File: src/rtl/core/hsv2rgb_pkg.sv
package hsv2rgb_pkg;

    // field widths
    localparam int HUE_W = 9;
    localparam int CH_W  = 8;
    localparam int VS_W  = 2 * CH_W;
    localparam int HM_W  = 7;
    localparam int D_W   = 6;
    localparam int SUM_W = 22;

    // arithmetic constants
    localparam int SECTOR_DEG  = 60;
    localparam int FULL_SCALE  = 255;
    localparam int DIVISOR     = SECTOR_DEG * FULL_SCALE;
    localparam int RECIP_SHIFT = 24;
    localparam int RECIP       = (2 ** RECIP_SHIFT) / DIVISOR;
    localparam int RECIP_W     = 11;
    localparam int PROD_W      = SUM_W + RECIP_W;

    // sector codes, listed as (red, green, blue) component order
    localparam int SEC_W = 3;
    localparam logic [SEC_W-1:0] SEC_CX0 = 3'd0;
    localparam logic [SEC_W-1:0] SEC_XC0 = 3'd1;
    localparam logic [SEC_W-1:0] SEC_0CX = 3'd2;
    localparam logic [SEC_W-1:0] SEC_0XC = 3'd3;
    localparam logic [SEC_W-1:0] SEC_X0C = 3'd4;
    localparam logic [SEC_W-1:0] SEC_C0X = 3'd5;

    typedef struct packed {
        logic [HUE_W-1:0] hue;
        logic [CH_W-1:0]  saturation;
        logic [CH_W-1:0]  brightness;
    } pixel_t;

    typedef struct packed {
        logic [CH_W-1:0] red;
        logic [CH_W-1:0] green;
        logic [CH_W-1:0] blue;
    } rgb_t;

    // after the first stage
    typedef struct packed {
        logic [VS_W-1:0]  vs;
        logic [CH_W-1:0]  v;
        logic [D_W-1:0]   d;
        logic [SEC_W-1:0] sector;
    } front_t;

    // per-channel numerators before the divide by DIVISOR
    typedef struct packed {
        logic [SUM_W-1:0] n_red;
        logic [SUM_W-1:0] n_green;
        logic [SUM_W-1:0] n_blue;
    } sum_t;

endpackage

File: src/rtl/core/hsv2rgb_front.sv
module hsv2rgb_front
    import hsv2rgb_pkg::*;
(
    input  logic   clk,
    input  logic   rst_n,
    input  logic   src_valid,
    input  pixel_t src,
    output logic   src_ready,
    output logic   dst_valid,
    output front_t dst,
    input  logic   dst_ready
);

    logic         valid_reg, valid_next;
    front_t       data_reg, data_next;
    logic [HUE_W-1:0] hm_wide;
    logic [HM_W-1:0]  hm;

    // stage can take a new transaction when empty or draining
    assign src_ready = !valid_reg || dst_ready;
    assign valid_next = src_ready ? src_valid : valid_reg;

    // hue mod 120 by a short compare chain
    always_comb
    begin
        if (src.hue >= HUE_W'(8 * SECTOR_DEG))
            hm_wide = src.hue - HUE_W'(8 * SECTOR_DEG);
        else if (src.hue >= HUE_W'(6 * SECTOR_DEG))
            hm_wide = src.hue - HUE_W'(6 * SECTOR_DEG);
        else if (src.hue >= HUE_W'(4 * SECTOR_DEG))
            hm_wide = src.hue - HUE_W'(4 * SECTOR_DEG);
        else if (src.hue >= HUE_W'(2 * SECTOR_DEG))
            hm_wide = src.hue - HUE_W'(2 * SECTOR_DEG);
        else
            hm_wide = src.hue;
        hm = hm_wide[HM_W-1:0];
    end

    // triangle weight, sector and v*s
    always_comb
    begin
        if (hm < HM_W'(SECTOR_DEG))
            data_next.d = hm[D_W-1:0];
        else
            data_next.d = D_W'(HM_W'(2 * SECTOR_DEG) - hm);

        if (src.hue < HUE_W'(SECTOR_DEG))
            data_next.sector = SEC_CX0;
        else if (src.hue < HUE_W'(2 * SECTOR_DEG))
            data_next.sector = SEC_XC0;
        else if (src.hue < HUE_W'(3 * SECTOR_DEG))
            data_next.sector = SEC_0CX;
        else if (src.hue < HUE_W'(4 * SECTOR_DEG))
            data_next.sector = SEC_0XC;
        else if (src.hue < HUE_W'(5 * SECTOR_DEG))
            data_next.sector = SEC_X0C;
        else
            data_next.sector = SEC_C0X;

        data_next.vs = VS_W'(src.saturation) * VS_W'(src.brightness);
        data_next.v  = src.brightness;
    end

    always_ff @(posedge clk or negedge rst_n)
    begin
        if (!rst_n)
            valid_reg <= 1'b0;
        else
            valid_reg <= valid_next;
    end

    always_ff @(posedge clk)
    begin
        if (src_ready && src_valid)
            data_reg <= data_next;
    end

    assign dst_valid = valid_reg;
    assign dst       = data_reg;

endmodule

File: src/rtl/core/hsv2rgb_mix.sv
module hsv2rgb_mix
    import hsv2rgb_pkg::*;
(
    input  logic   clk,
    input  logic   rst_n,
    input  logic   src_valid,
    input  front_t src,
    output logic   src_ready,
    output logic   dst_valid,
    output sum_t   dst,
    input  logic   dst_ready
);

    // stage a: chroma, secondary and offset
    logic             a_valid_reg, a_valid_next, a_ready;
    logic [SUM_W-1:0] c_reg, c_next;
    logic [SUM_W-1:0] x_reg, x_next;
    logic [SUM_W-1:0] m_reg, m_next;
    logic [SEC_W-1:0] sec_reg;
    logic [SUM_W-1:0] v_full;

    // stage b: sector select and add
    logic b_valid_reg, b_valid_next, b_ready;
    sum_t sum_reg, sum_next;

    assign b_ready   = !b_valid_reg || dst_ready;
    assign a_ready   = !a_valid_reg || b_ready;
    assign src_ready = a_ready;

    assign a_valid_next = a_ready ? src_valid : a_valid_reg;
    assign b_valid_next = b_ready ? a_valid_reg : b_valid_reg;

    // products in units of 1/(60*255*255)
    always_comb
    begin
        c_next = SUM_W'(src.vs) * SUM_W'(SECTOR_DEG);
        x_next = SUM_W'(src.vs) * SUM_W'(src.d);
        v_full = SUM_W'(src.v) * SUM_W'(DIVISOR);
        m_next = v_full - c_next;
    end

    // place chroma and secondary by sector, add offset
    always_comb
    begin
        case (sec_reg)
            SEC_CX0:
            begin
                sum_next.n_red   = c_reg + m_reg;
                sum_next.n_green = x_reg + m_reg;
                sum_next.n_blue  = m_reg;
            end
            SEC_XC0:
            begin
                sum_next.n_red   = x_reg + m_reg;
                sum_next.n_green = c_reg + m_reg;
                sum_next.n_blue  = m_reg;
            end
            SEC_0CX:
            begin
                sum_next.n_red   = m_reg;
                sum_next.n_green = c_reg + m_reg;
                sum_next.n_blue  = x_reg + m_reg;
            end
            SEC_0XC:
            begin
                sum_next.n_red   = m_reg;
                sum_next.n_green = x_reg + m_reg;
                sum_next.n_blue  = c_reg + m_reg;
            end
            SEC_X0C:
            begin
                sum_next.n_red   = x_reg + m_reg;
                sum_next.n_green = m_reg;
                sum_next.n_blue  = c_reg + m_reg;
            end
            default:
            begin
                sum_next.n_red   = c_reg + m_reg;
                sum_next.n_green = m_reg;
                sum_next.n_blue  = x_reg + m_reg;
            end
        endcase
    end

    always_ff @(posedge clk or negedge rst_n)
    begin
        if (!rst_n)
        begin
            a_valid_reg <= 1'b0;
            b_valid_reg <= 1'b0;
        end
        else
        begin
            a_valid_reg <= a_valid_next;
            b_valid_reg <= b_valid_next;
        end
    end

    always_ff @(posedge clk)
    begin
        if (a_ready && src_valid)
        begin
            c_reg   <= c_next;
            x_reg   <= x_next;
            m_reg   <= m_next;
            sec_reg <= src.sector;
        end
        if (b_ready && a_valid_reg)
            sum_reg <= sum_next;
    end

    assign dst_valid = b_valid_reg;
    assign dst       = sum_reg;

endmodule

File: src/rtl/core/hsv2rgb_div.sv
module hsv2rgb_div
    import hsv2rgb_pkg::*;
(
    input  logic clk,
    input  logic rst_n,
    input  logic src_valid,
    input  sum_t src,
    output logic src_ready,
    output logic dst_valid,
    output rgb_t dst,
    input  logic dst_ready
);

    localparam int LANES = 3;

    logic [SUM_W-1:0]  n_in [LANES];
    logic [PROD_W-1:0] prod [LANES];

    // stage a: reciprocal estimate, low by at most one
    logic             a_valid_reg, a_valid_next, a_ready;
    logic [SUM_W-1:0] n_reg  [LANES];
    logic [CH_W-1:0]  qe_reg [LANES];

    // stage b: remainder check and output register
    logic             b_valid_reg, b_valid_next, b_ready;
    logic [SUM_W-1:0] rem    [LANES];
    logic [CH_W-1:0]  q_next [LANES];
    logic [CH_W-1:0]  q_reg  [LANES];

    assign b_ready   = !b_valid_reg || dst_ready;
    assign a_ready   = !a_valid_reg || b_ready;
    assign src_ready = a_ready;

    assign a_valid_next = a_ready ? src_valid : a_valid_reg;
    assign b_valid_next = b_ready ? a_valid_reg : b_valid_reg;

    assign n_in[0] = src.n_red;
    assign n_in[1] = src.n_green;
    assign n_in[2] = src.n_blue;

    // one lane per color channel
    always_comb
    begin
        for (int i = 0; i < LANES; i++)
        begin
            prod[i] = PROD_W'(n_in[i]) * PROD_W'(RECIP);
            rem[i]  = n_reg[i] - SUM_W'(qe_reg[i]) * SUM_W'(DIVISOR);
            if (rem[i] >= SUM_W'(DIVISOR))
                q_next[i] = qe_reg[i] + CH_W'(1);
            else
                q_next[i] = qe_reg[i];
        end
    end

    always_ff @(posedge clk or negedge rst_n)
    begin
        if (!rst_n)
        begin
            a_valid_reg <= 1'b0;
            b_valid_reg <= 1'b0;
        end
        else
        begin
            a_valid_reg <= a_valid_next;
            b_valid_reg <= b_valid_next;
        end
    end

    always_ff @(posedge clk)
    begin
        for (int i = 0; i < LANES; i++)
        begin
            if (a_ready && src_valid)
            begin
                n_reg[i]  <= n_in[i];
                qe_reg[i] <= prod[i][RECIP_SHIFT+CH_W-1:RECIP_SHIFT];
            end
            if (b_ready && a_valid_reg)
                q_reg[i] <= q_next[i];
        end
    end

    assign dst_valid = b_valid_reg;
    assign dst.red   = q_reg[0];
    assign dst.green = q_reg[1];
    assign dst.blue  = q_reg[2];

endmodule

File: src/rtl/core/hsv_to_rgb_converter_core.sv
// channel   direction  handshake                 payload
// pixel     sink       pixel_valid / pixel_stall  pixel_t: hue, saturation, brightness
// rgb       source     rgb_valid / rgb_stall      rgb_t: red, green, blue
//
// one pixel per clock sustained when the output is not stalled; five register stages,
// front, mix a, mix b, div a and div b, lie between a pixel being taken and its result
// the stage depth is set by the v*s multiply, the chroma products, the sector add
// and the two-step reciprocal divide by 15300
// reset clears only the stage valid bits; no state survives between pixels
// a stall on rgb holds the output register and backs up stage by stage,
// bubbles in the pipe are still filled while the output waits
module hsv_to_rgb_converter_core
    import hsv2rgb_pkg::*;
(
    input  logic   clk,
    input  logic   rst_n,
    input  logic   pixel_valid,
    output logic   pixel_stall,
    input  pixel_t pixel,
    output logic   rgb_valid,
    input  logic   rgb_stall,
    output rgb_t   rgb
);

    logic   front_ready;
    logic   front_valid, mix_ready;
    front_t front_data;
    logic   mix_valid, div_ready;
    sum_t   mix_data;

    assign pixel_stall = !front_ready;

    // hue folding, sector and v*s
    hsv2rgb_front u_front
    (
        .clk       (clk),
        .rst_n     (rst_n),
        .src_valid (pixel_valid),
        .src       (pixel),
        .src_ready (front_ready),
        .dst_valid (front_valid),
        .dst       (front_data),
        .dst_ready (mix_ready)
    );

    // chroma, offset and per-channel numerators
    hsv2rgb_mix u_mix
    (
        .clk       (clk),
        .rst_n     (rst_n),
        .src_valid (front_valid),
        .src       (front_data),
        .src_ready (mix_ready),
        .dst_valid (mix_valid),
        .dst       (mix_data),
        .dst_ready (div_ready)
    );

    // constant divide, last stage is the output register
    hsv2rgb_div u_div
    (
        .clk       (clk),
        .rst_n     (rst_n),
        .src_valid (mix_valid),
        .src       (mix_data),
        .src_ready (div_ready),
        .dst_valid (rgb_valid),
        .dst       (rgb),
        .dst_ready (!rgb_stall)
    );

endmodule

File: config.mk
export PLATFORM = sky130hd
export DESIGN_NAME = hsv_to_rgb_converter_core
export DESIGN_NICKNAME = d
export VERILOG_FILES = /design/src/rtl/core/hsv2rgb_pkg.sv /design/src/rtl/core/hsv2rgb_front.sv /design/src/rtl/core/hsv2rgb_mix.sv /design/src/rtl/core/hsv2rgb_div.sv /design/src/rtl/core/hsv_to_rgb_converter_core.sv
export SDC_FILE = /design/constraint.sdc
export NUM_CORES = 2
export LEC_CHECK = 0
export ABC_AREA = 1
export ABC_CLOCK_PERIOD_IN_PS = 13200
export BUFFER_PORTS_ARGS = -buffer_cell sky130_fd_sc_hd__clkbuf_2
export CAP_MARGIN = 20
export CORE_MARGIN = 4
export CORE_UTILIZATION = 52
export DETAILED_ROUTE_END_ITERATION = 8
export GPL_ROUTABILITY_DRIVEN = 0
export PLACE_DENSITY = 0.68
export SLEW_MARGIN = 10
export SYNTH_ARGS = -nofsm -noshare
export SYNTH_HDL_FRONTEND = slang
export SYNTH_HIERARCHICAL = 1
export SYNTH_SLANG_ARGS = --single-unit
File: constraint.sdc
create_clock -name clk -period 13.2 [get_ports clk]
set_input_delay 1.32 -clock clk [delete_from_list [all_inputs] [get_ports clk]]
set_output_delay 1.32 -clock clk [all_outputs]
set_load 0.05 [all_outputs]
# Word-level counts from Yosys, hierarchy flattened
# Memory sizes are Yosys's and may differ from the RTL's.
# Cells that the tools add are included.
[classes]
n_addsub = 14
reduce_logical = 20
order_cmp = 13
mul = 10
n_mux = 17
eq_ne = 4
[op_table]
columns = ["operator", "n"]
rows = [
  ["one-hot mux 66 bit (5 select lines)", 1],
  ["subtractor 22 bit", 4],
  ["multiplier 22 x 8 -> 29 bit (second input constant)", 3],
  ["multiplier 8 x 12 -> 20 bit (second input constant)", 4],
  ["greater-or-equal comparator 22 x 14 -> 1 bit (second input constant)", 3],
  ["adder 22 bit", 2],
  ["2-to-1 mux 7 bit", 4],
  ["subtractor 7 bit (second input constant)", 4],
  ["adder 8 x 1 -> 8 bit (second input constant)", 3],
  ["2-to-1 mux 8 bit", 3],
  ["multiplier 16 x 6 -> 22 bit", 1],
  ["multiplier 16 x 4 -> 20 bit (second input constant)", 1],
  ["greater-or-equal comparator 9 bit (second input constant)", 2],
  ["< comparator 9 x 8 -> 1 bit (second input constant)", 2],
  ["multiplier 8 x 8 -> 16 bit", 1],
  ["greater-or-equal comparator 9 x 7 -> 1 bit (second input constant)", 1],
  ["greater-or-equal comparator 9 x 8 -> 1 bit (second input constant)", 1],
  ["< comparator 9 x 6 -> 1 bit (second input constant)", 1],
  ["< comparator 9 x 7 -> 1 bit (second input constant)", 1],
  ["< comparator 9 bit (second input constant)", 1],
  ["zero test 1 bit", 7],
  ["< comparator 7 x 6 -> 1 bit (second input constant)", 1],
  ["== test 3 x 2 -> 1 bit (second input constant)", 2],
  ["2-to-1 mux 1 bit", 6],
  ["10 further kinds", 19],
]
[word_totals]
out_inout_bits = 26
mem_count = 3
ramBits = 114
register_bits = 171
[mem_list]
columns = ["memory", "words", "width", "rd", "rd_ports_with_merged_regs", "wr", "line", "rtl"]
rows = [
  ["u_div.n_reg", 3, 22, 3, 0, 3, "hsv2rgb_div.sv:21", "logic [SUM_W-1:0] n_reg [LANES];"],
  ["u_div.q_reg", 3, 8, 3, 0, 3, "hsv2rgb_div.sv:28", "logic [CH_W-1:0] q_reg [LANES];"],
  ["u_div.qe_reg", 3, 8, 3, 0, 3, "hsv2rgb_div.sv:22", "logic [CH_W-1:0] qe_reg [LANES];"],
]

# Logic depth before layout (Yosys ltp)
[depth]
ltp_word = 7
ltp_mapped = 32
ltp_nobuf = 32

# Cells and area by module
# The synthesis kept the hierarchy.
[by_module_without_submodules]
columns = ["mod", "area_each_um2", "cells_each", "n_inst"]
rows = [
  ["hsv2rgb_div", 18928.2, 2393, 1],
  ["hsv2rgb_mix", 15150.8, 1885, 1],
  ["hsv2rgb_front", 4050.1, 505, 1],
  ["hsv_to_rgb_converter_core", 7.5, 2, 1],
]

# Worst setup path before layout
# OpenSTA, ideal clock, no wires.
[synth_timing]
path_type = "reg-to-reg"
from = "memory u_div.qe_reg[2][5], in the netlist u_div/qe_reg[0][21]"
to = "memory u_div.q_reg[2][0], in the netlist u_div/q_reg[0][16] (data pin)"
path_slack_ns = 7.440
path_buffers = 0
arrival_ns = 5.502
path_stages_with_launch = 26
t_required_ns = 12.942
cell_sequence = "edfxtp_1 > fa_1 > inv_1 > fa_1 > inv_1 > fa_1 > fa_1 > ha_1 > a21oi_1 > o21ai_0 > nor2_1 > o21ai_0 > a21o_1 > a21oi_1 > xor2_1 > ha_1 > nand2_1 > inv_1 > nand3_1 > nor3_1 > nand4_1 > nand3_1 > xnor2_1 > nand3_4 > o21ai_0 > nand2_1"
[synth_rtl]
columns = ["item", "line"]
rows = [
  ["start, declared", "hsv2rgb_div.sv:22"],
  ["end, declared", "hsv2rgb_div.sv:28"],
]

==> results.sh <==
export IMPL_multi_input_area_mm2=0.0256
export IMPL_tritoncts="yes"
export IMPL_num_antenna_cells=0
export IMPL_drtPass1Iterations=6
export IMPL_post_place_ws_ns=6.87
export IMPL_hold_class="flop to flop"
export IMPL_worst_path_most_repeated_cell="fa_1"
export IMPL_dieArea_mm2=0.0777
export IMPL_boundaryPins=55
export IMPL_post_cts_resized=0
export IMPL_reg2reg_from="u_div/qe_reg[0][21]"
export IMPL_fin_setup_tns_ns=0
export IMPL_r2r_slack_ns=6.84
export IMPL_clk_latency_ns=0.55
export IMPL_worstReg2RegEnd="u_div/q_reg[0][20]"
export IMPL_die_w_um=279
export IMPL_port_buffers=54
export IMPL_slowest_delay_ns=0.68
export IMPL_clock_skew_ns=0.0320
export IMPL_critical_path_endpoint_type="flop"
export IMPL_cts_sinks=277
export IMPL_worstSetupEndpoint="u_div/q_reg[0][20]"
export IMPL_critPathBufInv=3
export IMPL_yosysSeqAreaShare=0.217
export IMPL_yosys_most_used_dff="edfxtp_1"
export IMPL_drv_slew=0
export IMPL_period_minus_slack_ns=6.36
export IMPL_fin_crit_sh=0.482
export IMPL_hpwl_um=75500
export IMPL_nets=5741
export IMPL_wire_per_inst_um=15.6
export IMPL_critPathSlowestCell="fa_1"
export IMPL_critical_path_required_ns=13.50
export IMPL_cts_buffers_inserted=35
export IMPL_status="complete, no violations"
export IMPL_syn_to_final_growth_pct=6.40
export IMPL_ys_types=56
export IMPL_clockBufferDepth=3
export IMPL_worstSetupPathType="flop to flop"
export IMPL_cp_max_fo=9
export IMPL_fin_util=0.557
export IMPL_worst_slew_pin_slew_ns=1.06
export IMPL_synth_fp_nets=5690
export IMPL_reg2regPathDepth=25
export IMPL_grt_pass1_vias=29800
export IMPL_grt_total_usage=0.233
export IMPL_async_reset_ff_frac=0.0181
export IMPL_cp_top_family="adder cells"
export IMPL_htreeDepth=2
export IMPL_fmax_ghz=0.157
export IMPL_cts_hold_buffers_added=0
export IMPL_setup_viol=0
export IMPL_syn_area_mm2=0.0381
export IMPL_setup_slack_ns=6.84
export IMPL_fillers=6911
export IMPL_rows=99
export IMPL_fin_hold_ws_ns=0.426
export IMPL_viasPerCell=5.29
export IMPL_postRouteAntennaNets=0
export IMPL_wirelength_um=90700
export IMPL_drv_cap=0
export IMPL_crit_cells=25
export IMPL_grt_max_degree=68
export IMPL_postCtsSetupBuffers=0
export IMPL_yosysWarnings=6
export IMPL_clk_pin_slew_ns=0.06
export IMPL_syn_inst=4785
export IMPL_critPathLaunchType="flop"
export IMPL_start_util=0.524
export IMPL_synth_top_area_cell="edfxtp_1"
export IMPL_antenna_found_initial=0
export IMPL_cp_startpoint="u_div/qe_reg[0][21]"
export IMPL_seq_area_mm2=0.00829
export IMPL_synth_top_area_frac=0.214
export IMPL_syn_area_per_cell_um2=7.97
export IMPL_synth_edff_count=272
export IMPL_arrival_ns=6.66
export IMPL_ys_ff_latch=277
export IMPL_drc=0
export IMPL_vias=30800
export IMPL_root_buffer="clkbuf_16"
export IMPL_grt_pass1_wl_um=149000
export IMPL_yosys_top_cells_area="edfxtp_1 21%, ha_1 20%, fa_1 15%"
export IMPL_drive_above_1_share=0.0451
export IMPL_drt_initial_drc_count=2400
export IMPL_die_h_um=279
export IMPL_hold_viol=0
export IMPL_grt_ovfl_total=0
export IMPL_slew_headroom=0.290
export IMPL_rsz0062_at_grt="false"
export IMPL_core_mm2=0.0728
export IMPL_largest_register_ffs=66
==> how the worst min path moves through the flow <==
stage	endpoint	depth (start not counted)	from	slack (ns)
6_report	u_mix/sec_reg[2]	0	u_front/dst[2]	0.43
3_3_place_gp	u_mix/sec_reg[1]	0	u_front/dst[1]	0.41
5_1_grt	u_mix/sec_reg[2]	0	u_front/dst[2]	0.45
2_1_floorplan	u_mix/sec_reg[0]	0	u_front/dst[0]	0.40
4_1_cts	u_mix/sec_reg[2]	0	u_front/dst[2]	0.43
3_5_place_dp	u_mix/sec_reg[2]	0	u_front/dst[2]	0.42
==> Yosys cell counts (11+ instances only) <==
| library cell | n |
|---|---|
| nand2_2 | 23 |
| edfxtp_1 | 272 |
| nand4_1 | 73 |
| nor2_1 | 230 |
| o211ai_1 | 17 |
| nor3_1 | 37 |
| clkbuf_1 | 30 |
| xnor2_1 | 45 |
| o21bai_1 | 29 |
| inv_2 | 14 |
| a31oi_1 | 15 |
| a21oi_1 | 253 |
| nand3b_1 | 27 |
| nand2_1 | 1098 |
| inv_1 | 1060 |
| nand2_4 | 11 |
| o21ai_0 | 99 |
| o221ai_1 | 23 |
| a21o_1 | 23 |
| xor2_1 | 131 |
| fa_1 | 278 |
| ha_1 | 598 |
| nand3_1 | 269 |
==> cell usage in the layout, fill, tap and decap left out, types with 6 or more instances in the layout <==
master     count
o21bai_1      29
clkinv_1       6
fa_1         278
a31oi_1       15
edfxtp_1     272
o21ai_0       99
nand4_1       73
xnor2_1       45
nand3_1      269
o31ai_1        8
xor2_1       131
nand3b_1      27
a21oi_1      250
o21ai_2        8
nand2_1     1098
o211ai_1      17
and2_1         8
nand2_4       11
a21o_1        23
ha_1         598
nor2_1       230
inv_1       1058
clkbuf_16     35
nand2_2       23
inv_2         15
o21a_1         6
o21ai_1        7
a21boi_0       6
clkbuf_2      54
nand3_2        8
nor4_1         7
nor3_1        37
o221ai_1      23
==> layout make-up <==
| class | instances | area share |
|---|---|---|
| Inverter | 1076 | 0.0997 |
| Sequential cell | 277 | 0.204 |
| Multi-Input combinational cell | 3388 | 0.631 |
| Clock buffer | 35 | 0.0216 |
| Clock inverter | 26 | 0.00663 |
| Tap cell | 959 | 0.0296 |
| Timing Repair Buffer | 58 | 0.00740 |
==> cell families after synthesis <==
logic type               synth area share
AO/OA/AOI/OAI                      0.0795
XOR/XNOR                           0.0404
adder cells (fa/ha/maj)             0.342
buffers and inverters               0.112
flip-flops                          0.217
AND/OR/NAND/NOR                     0.208
==> stage by stage <==
stage | std cells | instance area [um2]
finish | 5819 | 40600
global route | 5819 | 40600
CTS | 5819 | 40600
detailed placement | 5758 | 39400
global placement | 5758 | 39400
floorplan | 4785 | 38100
==> layer usage <==
layer,up-vias,track usage,share of wire
met5,-,0,0
met4,0,0.0837,0.039
met3,191,0.0209,0.047
met2,749,0.394,0.47
met1,14400,0.314,0.44
li1,15500,-,-
Power is left out: the tool's default activity adds up to more than one toggle a clock period on the data nets, which glitch-free logic cannot reach.
